<file path="src/rtl/isl_pkg.sv">
package isl_pkg;

   typedef enum logic [2:0] {
      MODE_READ   = 3'd0,
      MODE_INSERT = 3'd1,
      MODE_REMOVE = 3'd2,
      MODE_PUSH   = 3'd3,
      MODE_POP    = 3'd4
   } mode_type;

   typedef enum logic [1:0] {
      ST_OK    = 2'd0,
      ST_RANGE = 2'd1,
      ST_FULL  = 2'd2
   } status_type;

   typedef enum logic [1:0] {
      OP_READ,
      OP_INSERT,
      OP_REMOVE,
      OP_ERROR
   } op_kind_type;

   typedef enum logic [1:0] {
      RD_POS,
      RD_ABOVE,
      RD_BELOW
   } rd_sel_type;

   typedef enum logic [2:0] {
      S_IDLE,
      S_FETCH,
      S_LATCH,
      S_DN_CHECK,
      S_DN_WRITE,
      S_UP_CHECK,
      S_UP_WRITE,
      S_RESULT
   } state_type;

   typedef struct packed {
      logic       load;
      logic       mem_rd;
      rd_sel_type rd_sel;
      logic       mem_wr;
      logic       wr_value;
      logic       ptr_inc;
      logic       ptr_dec;
      logic       data_latch;
      logic       count_inc;
      logic       count_dec;
      logic       rsp_load;
   } cmd_type;

   typedef struct packed {
      op_kind_type req_kind;
      logic        up_more;
      logic        dn_more;
   } stat_type;

endpackage

</file>
<file path="src/rtl/isl_ctrl.sv">
module isl_ctrl (
   input  logic              clock,
   input  logic              reset,
   input  logic              req_valid,
   output logic              req_stall,
   output logic              rsp_valid,
   input  logic              rsp_stall,
   input  isl_pkg::stat_type stat,
   output isl_pkg::cmd_type  cmd
);

   isl_pkg::state_type   state_ff, state_in;
   isl_pkg::op_kind_type kind_ff, kind_in;
   logic                 rsp_valid_ff, rsp_valid_in;
   logic                 out_free;

   assign out_free = !rsp_valid_ff || !rsp_stall;

   always_comb begin
      state_in = state_ff;
      kind_in  = kind_ff;
      case (state_ff)
         isl_pkg::S_IDLE: begin
            if (req_valid) begin
               kind_in = stat.req_kind;
               case (stat.req_kind)
                  isl_pkg::OP_READ:   state_in = isl_pkg::S_FETCH;
                  isl_pkg::OP_REMOVE: state_in = isl_pkg::S_FETCH;
                  isl_pkg::OP_INSERT: state_in = isl_pkg::S_UP_CHECK;
                  default:            state_in = isl_pkg::S_RESULT;
               endcase
            end
         end
         isl_pkg::S_FETCH: state_in = isl_pkg::S_LATCH;
         isl_pkg::S_LATCH: begin
            state_in = (kind_ff == isl_pkg::OP_REMOVE) ? isl_pkg::S_DN_CHECK
                                                       : isl_pkg::S_RESULT;
         end
         isl_pkg::S_DN_CHECK: begin
            state_in = stat.dn_more ? isl_pkg::S_DN_WRITE : isl_pkg::S_RESULT;
         end
         isl_pkg::S_DN_WRITE: state_in = isl_pkg::S_DN_CHECK;
         isl_pkg::S_UP_CHECK: begin
            state_in = stat.up_more ? isl_pkg::S_UP_WRITE : isl_pkg::S_RESULT;
         end
         isl_pkg::S_UP_WRITE: state_in = isl_pkg::S_UP_CHECK;
         isl_pkg::S_RESULT: begin
            if (out_free) begin
               state_in = isl_pkg::S_IDLE;
            end
         end
         default: state_in = isl_pkg::S_IDLE;
      endcase
   end

   always_comb begin
      cmd        = '0;
      cmd.rd_sel = isl_pkg::RD_POS;
      req_stall  = 1'b1;
      case (state_ff)
         isl_pkg::S_IDLE: begin
            req_stall = 1'b0;
            cmd.load  = req_valid;
         end
         isl_pkg::S_FETCH: begin
            cmd.mem_rd = 1'b1;
            cmd.rd_sel = isl_pkg::RD_POS;
         end
         isl_pkg::S_LATCH: cmd.data_latch = 1'b1;
         isl_pkg::S_DN_CHECK: begin
            if (stat.dn_more) begin
               cmd.mem_rd = 1'b1;
               cmd.rd_sel = isl_pkg::RD_ABOVE;
            end else begin
               cmd.count_dec = 1'b1;
            end
         end
         isl_pkg::S_DN_WRITE: begin
            cmd.mem_wr  = 1'b1;
            cmd.ptr_inc = 1'b1;
         end
         isl_pkg::S_UP_CHECK: begin
            if (stat.up_more) begin
               cmd.mem_rd = 1'b1;
               cmd.rd_sel = isl_pkg::RD_BELOW;
            end else begin
               // The gap has reached the insert position: drop the new value in.
               cmd.mem_wr    = 1'b1;
               cmd.wr_value  = 1'b1;
               cmd.count_inc = 1'b1;
            end
         end
         isl_pkg::S_UP_WRITE: begin
            cmd.mem_wr  = 1'b1;
            cmd.ptr_dec = 1'b1;
         end
         isl_pkg::S_RESULT: cmd.rsp_load = out_free;
         default: req_stall = 1'b1;
      endcase
   end

   always_comb begin
      rsp_valid_in = rsp_valid_ff;
      if (cmd.rsp_load) begin
         rsp_valid_in = 1'b1;
      end else if (rsp_valid_ff && !rsp_stall) begin
         rsp_valid_in = 1'b0;
      end
   end

   always_ff @(posedge clock) begin
      if (reset) begin
         state_ff     <= isl_pkg::S_IDLE;
         kind_ff      <= isl_pkg::OP_ERROR;
         rsp_valid_ff <= 1'b0;
      end else begin
         state_ff     <= state_in;
         kind_ff      <= kind_in;
         rsp_valid_ff <= rsp_valid_in;
      end
   end

   assign rsp_valid = rsp_valid_ff;

   a_load_shows_beat: assert property (@(posedge clock) disable iff (reset)
      cmd.rsp_load |=> rsp_valid_ff)
      else $error("result register loaded but no beat offered");

   a_dn_write_order: assert property (@(posedge clock) disable iff (reset)
      (state_ff == isl_pkg::S_DN_WRITE) |-> ($past(state_ff) == isl_pkg::S_DN_CHECK))
      else $error("downward shift write without a preceding read");

   a_result_waits: assert property (@(posedge clock) disable iff (reset)
      (state_ff == isl_pkg::S_RESULT) && rsp_valid_ff && rsp_stall
      |=> (state_ff == isl_pkg::S_RESULT))
      else $error("result overwritten while the previous beat is stalled");

endmodule

</file>
<file path="config.mk">
export PLATFORM = sky130hd
export DESIGN_NAME = isl_ctrl
export DESIGN_NICKNAME = d
export VERILOG_FILES = /design/src/rtl/isl_pkg.sv /design/src/rtl/isl_ctrl.sv
export SDC_FILE = /design/constraint.sdc
export NUM_CORES = 1
export LEC_CHECK = 0
export BUFFER_PORTS_ARGS = -buffer_cell sky130_fd_sc_hd__buf_2
export CAP_MARGIN = 20
export CORE_AREA = 2 2 39 41
export DETAILED_ROUTE_END_ITERATION = 8
export DIE_AREA = 0 0 41 43
export PLACE_DENSITY = 0.62
export SETUP_SLACK_MARGIN = 0.3
export SLEW_MARGIN = 40
export SYNTH_ARGS = -nofsm -noshare
export SYNTH_HDL_FRONTEND = slang
export SYNTH_SLANG_ARGS = --single-unit
</file>
<file path="constraint.sdc">
create_clock -name clock -period 1.4 [get_ports clock]
set_input_delay 0.14 -clock clock [delete_from_list [all_inputs] [get_ports clock]]
set_output_delay 0.14 -clock clock [all_outputs]
set_load 0.02 [all_outputs]
</file>
Word level (Yosys, flattened, before mapping)
Index checks and enable logic that the tools add are counted.
{"block": "totals", "ff_bits": 6, "inputBits": 8, "elab_cells": 51}
{"block": "classes", "eq_ne": 12, "mux": 25, "reduce_logical": 11}
{"cell": "3-bit one-hot mux with 8 select lines", "count": 1}
{"cell": "3-bit 2-to-1 mux", "count": 5}
{"cell": "1-bit 2-to-1 mux", "count": 14}
{"cell": "3-bit equality test, second input constant", "count": 4}
{"cell": "3-bit one-hot mux with 3 select lines", "count": 1}
{"cell": "3-bit by 2-bit equality test with 1-bit output, second input constant", "count": 2}
{"cell": "3-bit one-hot mux with 2 select lines", "count": 1}
{"cell": "2-bit equality test, second input constant", "count": 2}
{"cell": "2-bit 2-to-1 mux", "count": 2}
{"cell": "2-bit inequality test, second input constant", "count": 2}
{"cell": "2-bit AND reduction", "count": 2}
{"cell": "2-bit OR reduction", "count": 2}
{"cell": "3-bit by 1-bit equality test with 1-bit output, second input constant", "count": 1}
{"cell": "3-bit zero test", "count": 1}
{"cell": "2-bit by 1-bit equality test with 1-bit output, second input constant", "count": 1}
{"cell": "1-bit zero test", "count": 2}
{"cell": "2-bit zero test", "count": 1}
{"cell": "1-bit one-hot mux with 2 select lines", "count": 1}
{"cell": "2-bit nonzero test", "count": 1}
{"cell": "1-bit logical AND", "count": 1}
{"cell": "1-bit logical OR", "count": 1}

Logic depth before layout (Yosys ltp)
Gate-level depths: netlist of the first run.
{"block": "logic_depth", "depth_word": 5, "depth_mapped": 5, "ltp_nobuf": 3}

Worst setup path after synthesis of the first run
Ideal clock, no wire load.
{"block": "synth_timing", "path_kind": "reg-to-output", "from": "reg state_ff[0]", "to": "out cmd[6] (netlist bit)", "arrival_time_ns": 1.538, "required_ns": 1.260, "slack_ns": -0.278, "path_stages_with_launch": 6, "path_buffers": 3, "cell_sequence": "dfxtp_1 -> buf_6 -> clkbuf_1 -> nand2_1 -> nor3_1 -> buf_4"}
{"element": "start, declared", "line": "isl_ctrl.sv:12", "source": "isl_pkg::state_type state_ff, state_in;"}
{"element": "start signal, assigned", "line": "isl_ctrl.sv:113", "source": "state_ff <= isl_pkg::S_IDLE;"}
{"element": "start signal, assigned", "line": "isl_ctrl.sv:117", "source": "state_ff <= state_in;"}
{"element": "end, declared", "line": "isl_ctrl.sv:9", "source": "output isl_pkg::cmd_type cmd"}

Final worst setup path of the first run
{"block": "layout_timing", "from": "reg state_ff[0]", "to": "out req_stall"}
{"block": "layout_via", "elab_chain_len": 2}
{"element": "3-bit zero test", "line": "isl_ctrl.sv:60", "source": "case (state_ff)"}
{"element": "1-bit 2-to-1 mux", "line": "isl_ctrl.sv:60"}
{"element": "end, declared", "line": "isl_ctrl.sv:5", "source": "output logic req_stall,"}
No other way between the ends.

==> flow_metrics.py, run 1 <==
metrics = {
    "global_routing": {
        "grt_use_total": 0.163,
        "first_global_vias": 461,
        "grt_pass1_wl_um": 1960,
        "grt-ovfl-total": 0,
        "antenna_found_initial": 0,
        "grt_max_degree": 11,
    },
    "floorplanning": {
        "die_y_um": 43,
        "num_io_pins": 22,
        "fp.dieW_um": 41,
        "die-area_mm2": 0.00176,
        "num_rows": 14,
        "core_area_mm2": 0.00138,
        "initial_core_util": 0.325,
    },
    "logic_synthesis": {
        "yosysWarningCount": 0,
        "yosysTopAreaCell": "dfxtp_1",
        "syn_area_um2": 449,
        "syn_nets": 62,
        "synthFlopType": "dfxtp_1",
        "synthTopCellsByCount": "dfxtp_1, a21oi_1, nor3b_1",
        "avgSynthCellArea_um2": 8.32,
        "synth.most_common_cell": "dfxtp_1",
        "ys_async_sr_fraction": 0,
        "ys_ff_latch": 6,
        "yosysSeqAreaShare": 0.267,
        "synth_cell_types": 31,
        "synthTopCellsByArea": "dfxtp_1, nor3b_1, nor4b_4",
        "synth_edf_count": 0,
        "syn_inst": 54,
        "synth_top_area_share": 0.267,
    },
    "finish": {
        "area.growth.synth_to_final_pct": 81.9,
        "layout.nets": 97,
        "insertedDiodeCount": 0,
        "fill_cells": 129,
        "layout-drive-gt1-share": 0.655,
        "post-route-util": 0.590,
        "design_area_um2": 817,
    },
    "hold_path": {
        "hold_path.class": "input port to flip-flop",
        "hold_depth": 2,
        "holdPathEnd": "kind_ff[1]$_SDFFE_PP1P_",
        "hold_start": "stat[3]",
    },
    "routing": {
        "first_pass_iters": 3,
        "wl_per_cell_um": 13.4,
        "drcViolationCount": 0,
        "via_count": 532,
        "ant_nets": 0,
        "wl_um": 1380,
        "drtIter0Drc": 6,
        "viasPerCell": 5.17,
    },
    "power": {
        "p_total_w": 0.00157,
        "leakage_nw": 0.365,
        "power_density_mw_per_mm2": 1930,
        "ir_drop_uv": 945,
    },
    "placement": {
        "routabilityCongestion": 0.852,
        "dpl_cell_area_um2": 578,
        "port_buffers": 21,
    },
    "timing": {
        "max_slew.worst_pin.slew_ns": 0.334,
        "period_minus_slack_ns": 1.33,
        "hold_viol": 0,
        "maxSlewViolCount": 0,
        "clock.fmax_ghz": 0.752,
        "period_share": 0.950,
        "rsz0062_at_grt": "true",
        "setup_viol": 0,
        "slew_headroom": 0.776,
        "fin_tns_setup_ns": 0,
        "skew_ns": 0.00663,
    },
    "critical_path": {
        "endpoint_kind": "primary output",
        "critPathLaunch": "state_ff[0]$_SDFFE_PP0P_",
        "crit_fanout": 8,
        "cp.required_ns": 1.26,
        "cp-start-kind": "flip-flop",
        "crit_type": "flip-flop to primary output",
        "r2r_end": "kind_ff[0]$_SDFFE_PP1P_",
        "cp_data_arrival_time_ns": 1.19,
        "r2r_slack_ns": 0.11,
        "worstReg2RegStart": "state_ff[2]$_SDFFE_PP0P_",
        "reg2reg_depth": 5,
    },
    "run_status": {
        "outcome": "finished, final reports clean",
    },
    "flow_run": {
        "max-cap-violations": 0,
    },
    "clock_tree": {
        "cts_root_buf": "clkbuf_4",
        "htreeDepth": 1,
        "cts_tree": "yes",
        "cts_sinks": 6,
        "clk_latency_ns": 0.25,
        "hold_buffers": 0,
        "numCtsBuffers": 3,
        "clk_pin_slew_ns": 0.05,
        "clockBufferDepth": 2,
    },
}
-- critical path, stage by stage, from the launching register on --
cell and delay [ns]:
dfxtp_4 0.38, or3_1 0.39, buf_2 0.17
-- worst max-delay path by stage --
| stage | end | slack [ns] | cells past startpoint |
|---|---|---|---|
| after global placement | cmd[10] | 0.12 | 4 |
| final | req_stall | 0.07 | 2 |
| after global routing | cmd[10] | 0.01 | 4 |
| after floorplan | cmd[6] | 0.13 | 5 |
| after CTS | cmd[11] | 0.08 | 3 |
| after detailed placement | cmd[10] | 0.12 | 4 |
-- sequential cells by signal, summed over array words and instances (netlist names) --
name and cells:
kind_ff 2, state_ff 3, rsp_valid 1
-- power by group --
| part | internal (W) | switching, W | leakage (nW) | total [W] |
|---|---|---|---|---|
| combinational | 0.000558 | 0.000518 | 0.300 | 0.00108 |
| clock | 0.0000970 | 0.0000622 | 0.0138 | 0.000159 |
| sequential | 0.000247 | 0.0000918 | 0.0513 | 0.000339 |
| total | 0.000901 | 0.000672 | 0.365 | 0.00157 |
-- logic make-up (layout without fill, tap and decap cells) --
| group | Yosys count | in the layout | synth area share |
|---|---|---|---|
| AND/OR/NAND/NOR | 25 | 25 | 0.396 |
| AO/OA/AOI/OAI | 15 | 15 | 0.220 |
| buffers and inverters | 7 | 40 | 0.0975 |
| flip-flops | 6 | 6 | 0.267 |
| XOR/XNOR | 1 | 1 | 0.0195 |
-- cell usage in the layout (no fill, tap or decap), types with 2 or more instances in the layout --
cell type,instances
nor3b_2,3
and2_1,3
dfxtp_4,3
buf_4,20
nor2b_1,2
dfxtp_1,3
a21oi_1,3
buf_2,10
o21ai_0,3
clkbuf_4,3
a211o_1,2
buf_6,6
-- routing by layer --
layer | track usage | vias up | part of all wire
met5 | 0 | - | 0
met4 | 0.0533 | 0 | 0.0094
li1 | - | 267 | -
met1 | 0.180 | 239 | 0.39
met3 | 0.0733 | 4 | 0.073
met2 | 0.266 | 22 | 0.52
-- stage by stage --
stage,hold slack (ns),instances,setup slack [ns]
after detailed placement,0.361,88,0.116
after floorplan,0.209,54,0.126
final,0.115,103,0.0704
after global placement,0.353,88,0.123
after CTS,0.113,100,0.0796
after global routing,0.119,103,0.0139
-- area by class of cell --
| class | count | area, um2 | area share |
|---|---|---|---|
| multi-input cells | 41 | 372 | 0.455 |
| flip-flops and latches | 6 | 131 | 0.161 |
| inverters | 1 | 3.75 | 0.00459 |
| well taps | 16 | 20.0 | 0.0245 |
| clock buffers | 3 | 22.5 | 0.0276 |
| repair buffers | 36 | 268 | 0.328 |
-- timing repair --
item | CTS | global route
buffers inserted | 8 | 3
endpoints found under the setup margin | 18 | 18
endpoints found under the hold margin | 0 | 0
resized for setup | 22 | 13
pin swaps | 3 | 4
gates cloned | 1 | 0
Power figures use the tool's default switching activity.
==> inputs of run 2 (changes only) <==
--- a/config.mk
+++ b/config.mk
@@ -5,12 +5,13 @@
 export SDC_FILE = /design/constraint.sdc
 export NUM_CORES = 1
 export LEC_CHECK = 0
-export BUFFER_PORTS_ARGS = -buffer_cell sky130_fd_sc_hd__buf_2
+export BUFFER_PORTS_ARGS = -buffer_cell sky130_fd_sc_hd__buf_4
 export CAP_MARGIN = 20
 export CORE_AREA = 2 2 39 41
 export DETAILED_ROUTE_END_ITERATION = 8
 export DIE_AREA = 0 0 41 43
 export PLACE_DENSITY = 0.62
+export REMOVE_ABC_BUFFERS = 1
 export SETUP_SLACK_MARGIN = 0.3
 export SLEW_MARGIN = 40
 export SYNTH_ARGS = -nofsm -noshare
==> flow_metrics.py, run 2 (synthesized netlist as in run 1, its figures left out) <==
metrics = {
    "run_status": {
        "outcome": "finished, final reports clean",
    },
    "floorplanning": {
        "num_rows": 14,
        "die_y_um": 43,
        "core_area_mm2": 0.00138,
        "die-area_mm2": 0.00176,
        "fp.dieW_um": 41,
        "initial_core_util": 0.325,
        "num_io_pins": 22,
    },
    "timing": {
        "skew_ns": 0.00602,
        "fin_tns_setup_ns": 0,
        "max_slew.worst_pin.slew_ns": 0.252,
        "slew_headroom": 0.831,
        "period_share": 0.969,
        "maxSlewViolCount": 0,
        "clock.fmax_ghz": 0.737,
        "hold_viol": 0,
        "setup_viol": 0,
        "rsz0062_at_grt": "true",
        "setup_slack_ns": 0.0439,
        "timing.hold.ws_ns": 0.0955,
        "period_minus_slack_ns": 1.36,
    },
    "global_routing": {
        "grt_max_degree": 14,
        "antenna_found_initial": 0,
        "grt_use_total": 0.154,
        "grt_pass1_wl_um": 1790,
        "first_global_vias": 431,
        "grt-ovfl-total": 0,
    },
    "routing": {
        "wl_per_cell_um": 12.6,
        "via_count": 553,
        "ant_nets": 0,
        "viasPerCell": 5.32,
        "wl_um": 1310,
        "drtIter0Drc": 4,
        "drcViolationCount": 0,
        "first_pass_iters": 3,
    },
    "critical_path": {
        "crit_fanout": 10,
        "cp-start-kind": "flip-flop",
        "r2r_slack_ns": 0.14,
        "endpoint_kind": "primary output",
        "reg2reg_depth": 5,
        "r2r_end": "kind_ff[0]$_SDFFE_PP1P_",
        "cp.required_ns": 1.26,
        "cp_data_arrival_time_ns": 1.22,
        "worstReg2RegStart": "state_ff[1]$_SDFFE_PP0P_",
        "crit_type": "flip-flop to primary output",
    },
    "finish": {
        "largest_register": "state_ff",
        "fill_cells": 125,
        "area.growth.synth_to_final_pct": 84.1,
        "layout_commonest_cell": "buf_4",
        "largest_reg_flops": 3,
        "seqCellArea_um2": 131,
        "design_area_um2": 827,
        "insertedDiodeCount": 0,
        "multiInputGateArea_um2": 342,
        "final_cell_mix": "buf_4, buf_6, a21oi_1",
        "layout.nets": 98,
        "layout-drive-gt1-share": 0.602,
    },
    "clock_tree": {
        "cts_tree": "yes",
        "cts_root_buf": "clkbuf_4",
        "htreeDepth": 1,
        "hold_buffers": 0,
        "cts_sinks": 6,
        "numCtsBuffers": 3,
        "clk_latency_ns": 0.25,
        "clk_pin_slew_ns": 0.05,
        "clockBufferDepth": 2,
    },
    "placement": {
        "routabilityCongestion": 0.694,
        "dpl_cell_area_um2": 617,
        "pre_cts_slack_ns": 0.0124,
        "port_buffers": 21,
        "dpl.hpwl_um": 781,
    },
    "power": {
        "leakage_nw": 0.370,
        "ir_drop_uv": 706,
        "p_total_w": 0.00158,
        "power_density_mw_per_mm2": 1910,
    },
    "hold_path": {
        "holdPathEnd": "rsp_valid$_SDFFE_PP0P_",
        "hold_start": "reset",
        "hold_depth": 2,
        "hold_path.class": "input port to flip-flop",
    },
    "flow_run": {
        "max-cap-violations": 0,
    },
}
-- run 2: power breakdown --
group | switching (W) | leakage (nW) | internal (W)
clock network | 0.0000662 | 0.0138 | 0.0000972
logic | 0.000462 | 0.305 | 0.000594
registers | 0.000114 | 0.0513 | 0.000247
-- run 2: worst max-delay path: stages (launching register included) --
cell and delay [ns]:
dfxtp_4 0.41, nand2_1 0.13, nor3b_1 0.25, buf_4 0.18
-- run 2: routing by layer --
| layer | GRT usage | up-vias | wire length, um |
|---|---|---|---|
| li1 | - | 272 | - |
| met5 | 0 | - | 0 |
| met2 | 0.247 | 18 | 686 |
| met3 | 0.0785 | 3 | 86 |
| met4 | 0.0600 | 0 | 13 |
| met1 | 0.161 | 260 | 522 |
-- run 2: cell type report --
type,count,area share
Multi-Input combinational cell,41,0.413
Timing Repair Buffer,37,0.372
Sequential cell,6,0.159
Clock buffer,3,0.0272
Tap cell,16,0.0242
Inverter,1,0.00454
-- run 2: worst max path at each step --
stage	from	depth (start not counted)	to	slack, ns
2_1_floorplan	state_ff[0]$_SDFFE_PP0P_	2	cmd[2]	-0.30
6_report	state_ff[0]$_SDFFE_PP0P_	3	cmd[9]	0.04
4_1_cts	state_ff[0]$_SDFFE_PP0P_	2	req_stall	0.07
3_5_place_dp	state_ff[1]$_SDFFE_PP0P_	4	cmd[10]	0.01
5_1_grt	state_ff[0]$_SDFFE_PP0P_	3	cmd[9]	-0.04
3_3_place_gp	state_ff[1]$_SDFFE_PP0P_	4	cmd[10]	0.005
-- run 2: stage by stage --
step	cells	utilization
2_1_floorplan	48	-
3_3_place_gp	89	0.446
3_5_place_dp	89	0.446
4_1_cts	98	0.513
5_1_grt	104	0.598
6_report	104	0.598
-- run 2: timing repair --
action,in CTS,in global routing
pin swaps,3,7
resized for setup,9,19
endpoints found under the setup margin,18,18
buffers inserted,6,6
==> inputs of run 3 (changes only) <==
--- a/config.mk
+++ b/config.mk
@@ -10,6 +10,7 @@
 export CORE_AREA = 2 2 39 41
 export DETAILED_ROUTE_END_ITERATION = 8
 export DIE_AREA = 0 0 41 43
+export GPL_TIMING_DRIVEN = 0
 export PLACE_DENSITY = 0.62
 export REMOVE_ABC_BUFFERS = 1
 export SETUP_SLACK_MARGIN = 0.3
==> flow_metrics.py, run 3 (synthesized netlist as in run 1, its figures left out) <==
metrics = {
    "finish": {
        "layout_commonest_cell": "buf_4",
        "final_cell_count_no_fill": 103,
        "layout-drive-gt1-share": 0.644,
        "layout.nets": 97,
        "area.growth.synth_to_final_pct": 87.7,
        "design_area_um2": 843,
        "final_cell_mix": "buf_4, buf_6, a21oi_1",
        "largest_register": "state_ff",
        "largest_reg_flops": 3,
        "insertedDiodeCount": 0,
        "fill_cells": 126,
    },
    "critical_path": {
        "endpoint_kind": "flip-flop",
        "cp_data_arrival_time_ns": 1.48,
        "cp_slowest_cell": "dfxtp_4",
        "crit_chain": "buf_6 > buf_4 > and3_1 > a311oi_1 > o32ai_1",
        "cp-start-kind": "flip-flop",
        "cp.required_ns": 1.52,
        "cp_top_family": "compound AO/OA/AOI/OAI gates",
        "max_stage_delay_ns": 0.39,
        "critPathBufInv": 2,
        "crit_fanout": 8,
        "crit_type": "flip-flop to flip-flop",
    },
    "timing": {
        "rsz0062_at_grt": "true",
        "maxSlewViolCount": 0,
        "setup_viol": 0,
        "skew_ns": 0.00741,
        "clock.fmax_ghz": 0.738,
        "setup_slack_ns": 0.0457,
        "slew_headroom": 0.807,
        "period_minus_slack_ns": 1.35,
        "hold_viol": 0,
        "max_slew.worst_pin.slew_ns": 0.288,
        "period_share": 0.967,
    },
    "routing": {
        "ant_nets": 0,
        "drtIter0Drc": 6,
        "viasPerCell": 5.26,
        "via_count": 542,
        "wl_um": 1460,
        "drcViolationCount": 0,
        "wl_per_cell_um": 14.2,
        "first_pass_iters": 4,
    },
    "placement": {
        "port_buffers": 21,
        "dpl_cell_area_um2": 587,
        "routabilityCongestion": 0.652,
        "dp.cells": 85,
        "dpl.hpwl_um": 727,
        "pre_cts_slack_ns": -0.0582,
    },
    "floorplanning": {
        "die_y_um": 43,
        "initial_core_util": 0.325,
        "num_io_pins": 22,
        "fp.dieW_um": 41,
        "die-area_mm2": 0.00176,
        "num_rows": 14,
        "core_area_mm2": 0.00138,
    },
    "power": {
        "power_frac_comb": 0.679,
        "swShare": 0.421,
        "ir_drop_uv": 748,
        "clkPwrFrac": 0.099,
        "leakage_nw": 0.379,
        "power_density_mw_per_mm2": 1940,
        "p_sw_w": 0.000690,
        "internal_power_w": 0.000947,
        "seqPwrFrac": 0.222,
    },
    "global_routing": {
        "first_global_vias": 447,
        "grt-ovfl-total": 0,
        "grt_max_degree": 10,
        "grt_pass1_wl_um": 2000,
        "grt_use_total": 0.170,
        "antenna_found_initial": 0,
    },
    "hold_path": {
        "hold_path.class": "input port to flip-flop",
    },
    "clock_tree": {
        "cts_root_buf": "clkbuf_4",
        "cts_tree": "yes",
        "numCtsBuffers": 3,
        "clk_latency_ns": 0.25,
        "clk_pin_slew_ns": 0.05,
        "hold_buffers": 0,
        "clockBufferDepth": 2,
        "cts_sinks": 6,
        "htreeDepth": 1,
    },
    "flow_run": {
        "max-cap-violations": 0,
    },
    "run_status": {
        "outcome": "finished, final reports clean",
    },
}
-- run 3: cell type report --
type | instances | area (um2) | area share
Tap cell | 16 | 20.0 | 0.0237
Timing Repair Buffer | 36 | 302 | 0.358
Sequential cell | 6 | 131 | 0.156
Clock buffer | 3 | 22.5 | 0.0267
Multi-Input combinational cell | 41 | 364 | 0.432
Inverter | 1 | 3.75 | 0.00445
-- run 3: final timing paths --
check,cells past startpoint,endpoint,from,slack (ns)
max,5,state_ff[2]$_SDFFE_PP0P_,state_ff[2]$_SDFFE_PP0P_,0.05
min,2,state_ff[1]$_SDFFE_PP0P_,reset,0.1
min reg2reg,2,rsp_valid$_SDFFE_PP0P_,rsp_valid$_SDFFE_PP0P_,0.51
max reg2reg,5,state_ff[2]$_SDFFE_PP0P_,state_ff[2]$_SDFFE_PP0P_,0.05
-- run 3: timing repair --
action	in CTS	in global routing
pin swaps	4	3
gates resized for setup	23	11
setup buffers	10	4
gates cloned	1	0
setup endpoints to repair	18	18
-- run 3: power by group through the flow --
| stage | logic (W) | registers [W] | clock network, W |
|---|---|---|---|
| global placement | 0.000582 | 0.000390 | 0 |
| finish | 0.00111 | 0.000363 | 0.000162 |
| floorplan | 0.000391 | 0.000351 | 0 |
| global route | 0.00118 | 0.000371 | 0.000177 |
| CTS | 0.000933 | 0.000353 | 0.000166 |
| detailed placement | 0.000587 | 0.000388 | 0 |
-- run 3: per-stage QoR --
stage | total power, W | setup TNS (ns) | util | hold WS (ns)
detailed placement | 0.000974 | -0.0871 | 0.424 | 0.355
global route | 0.00173 | 0 | 0.609 | 0.0989
global placement | 0.000973 | -0.0894 | 0.424 | 0.352
floorplan | 0.000742 | -0.686 | - | 0.209
CTS | 0.00145 | 0 | 0.550 | 0.0962
finish | 0.00164 | 0 | 0.609 | 0.0975
-- run 3: layer usage --
layer,wire length [um],track usage,vias to the layer above
met1,581,0.200,257
met4,14,0.0600,0
met5,0,0,-
met3,89,0.0838,2
li1,-,-,265
met2,778,0.256,18
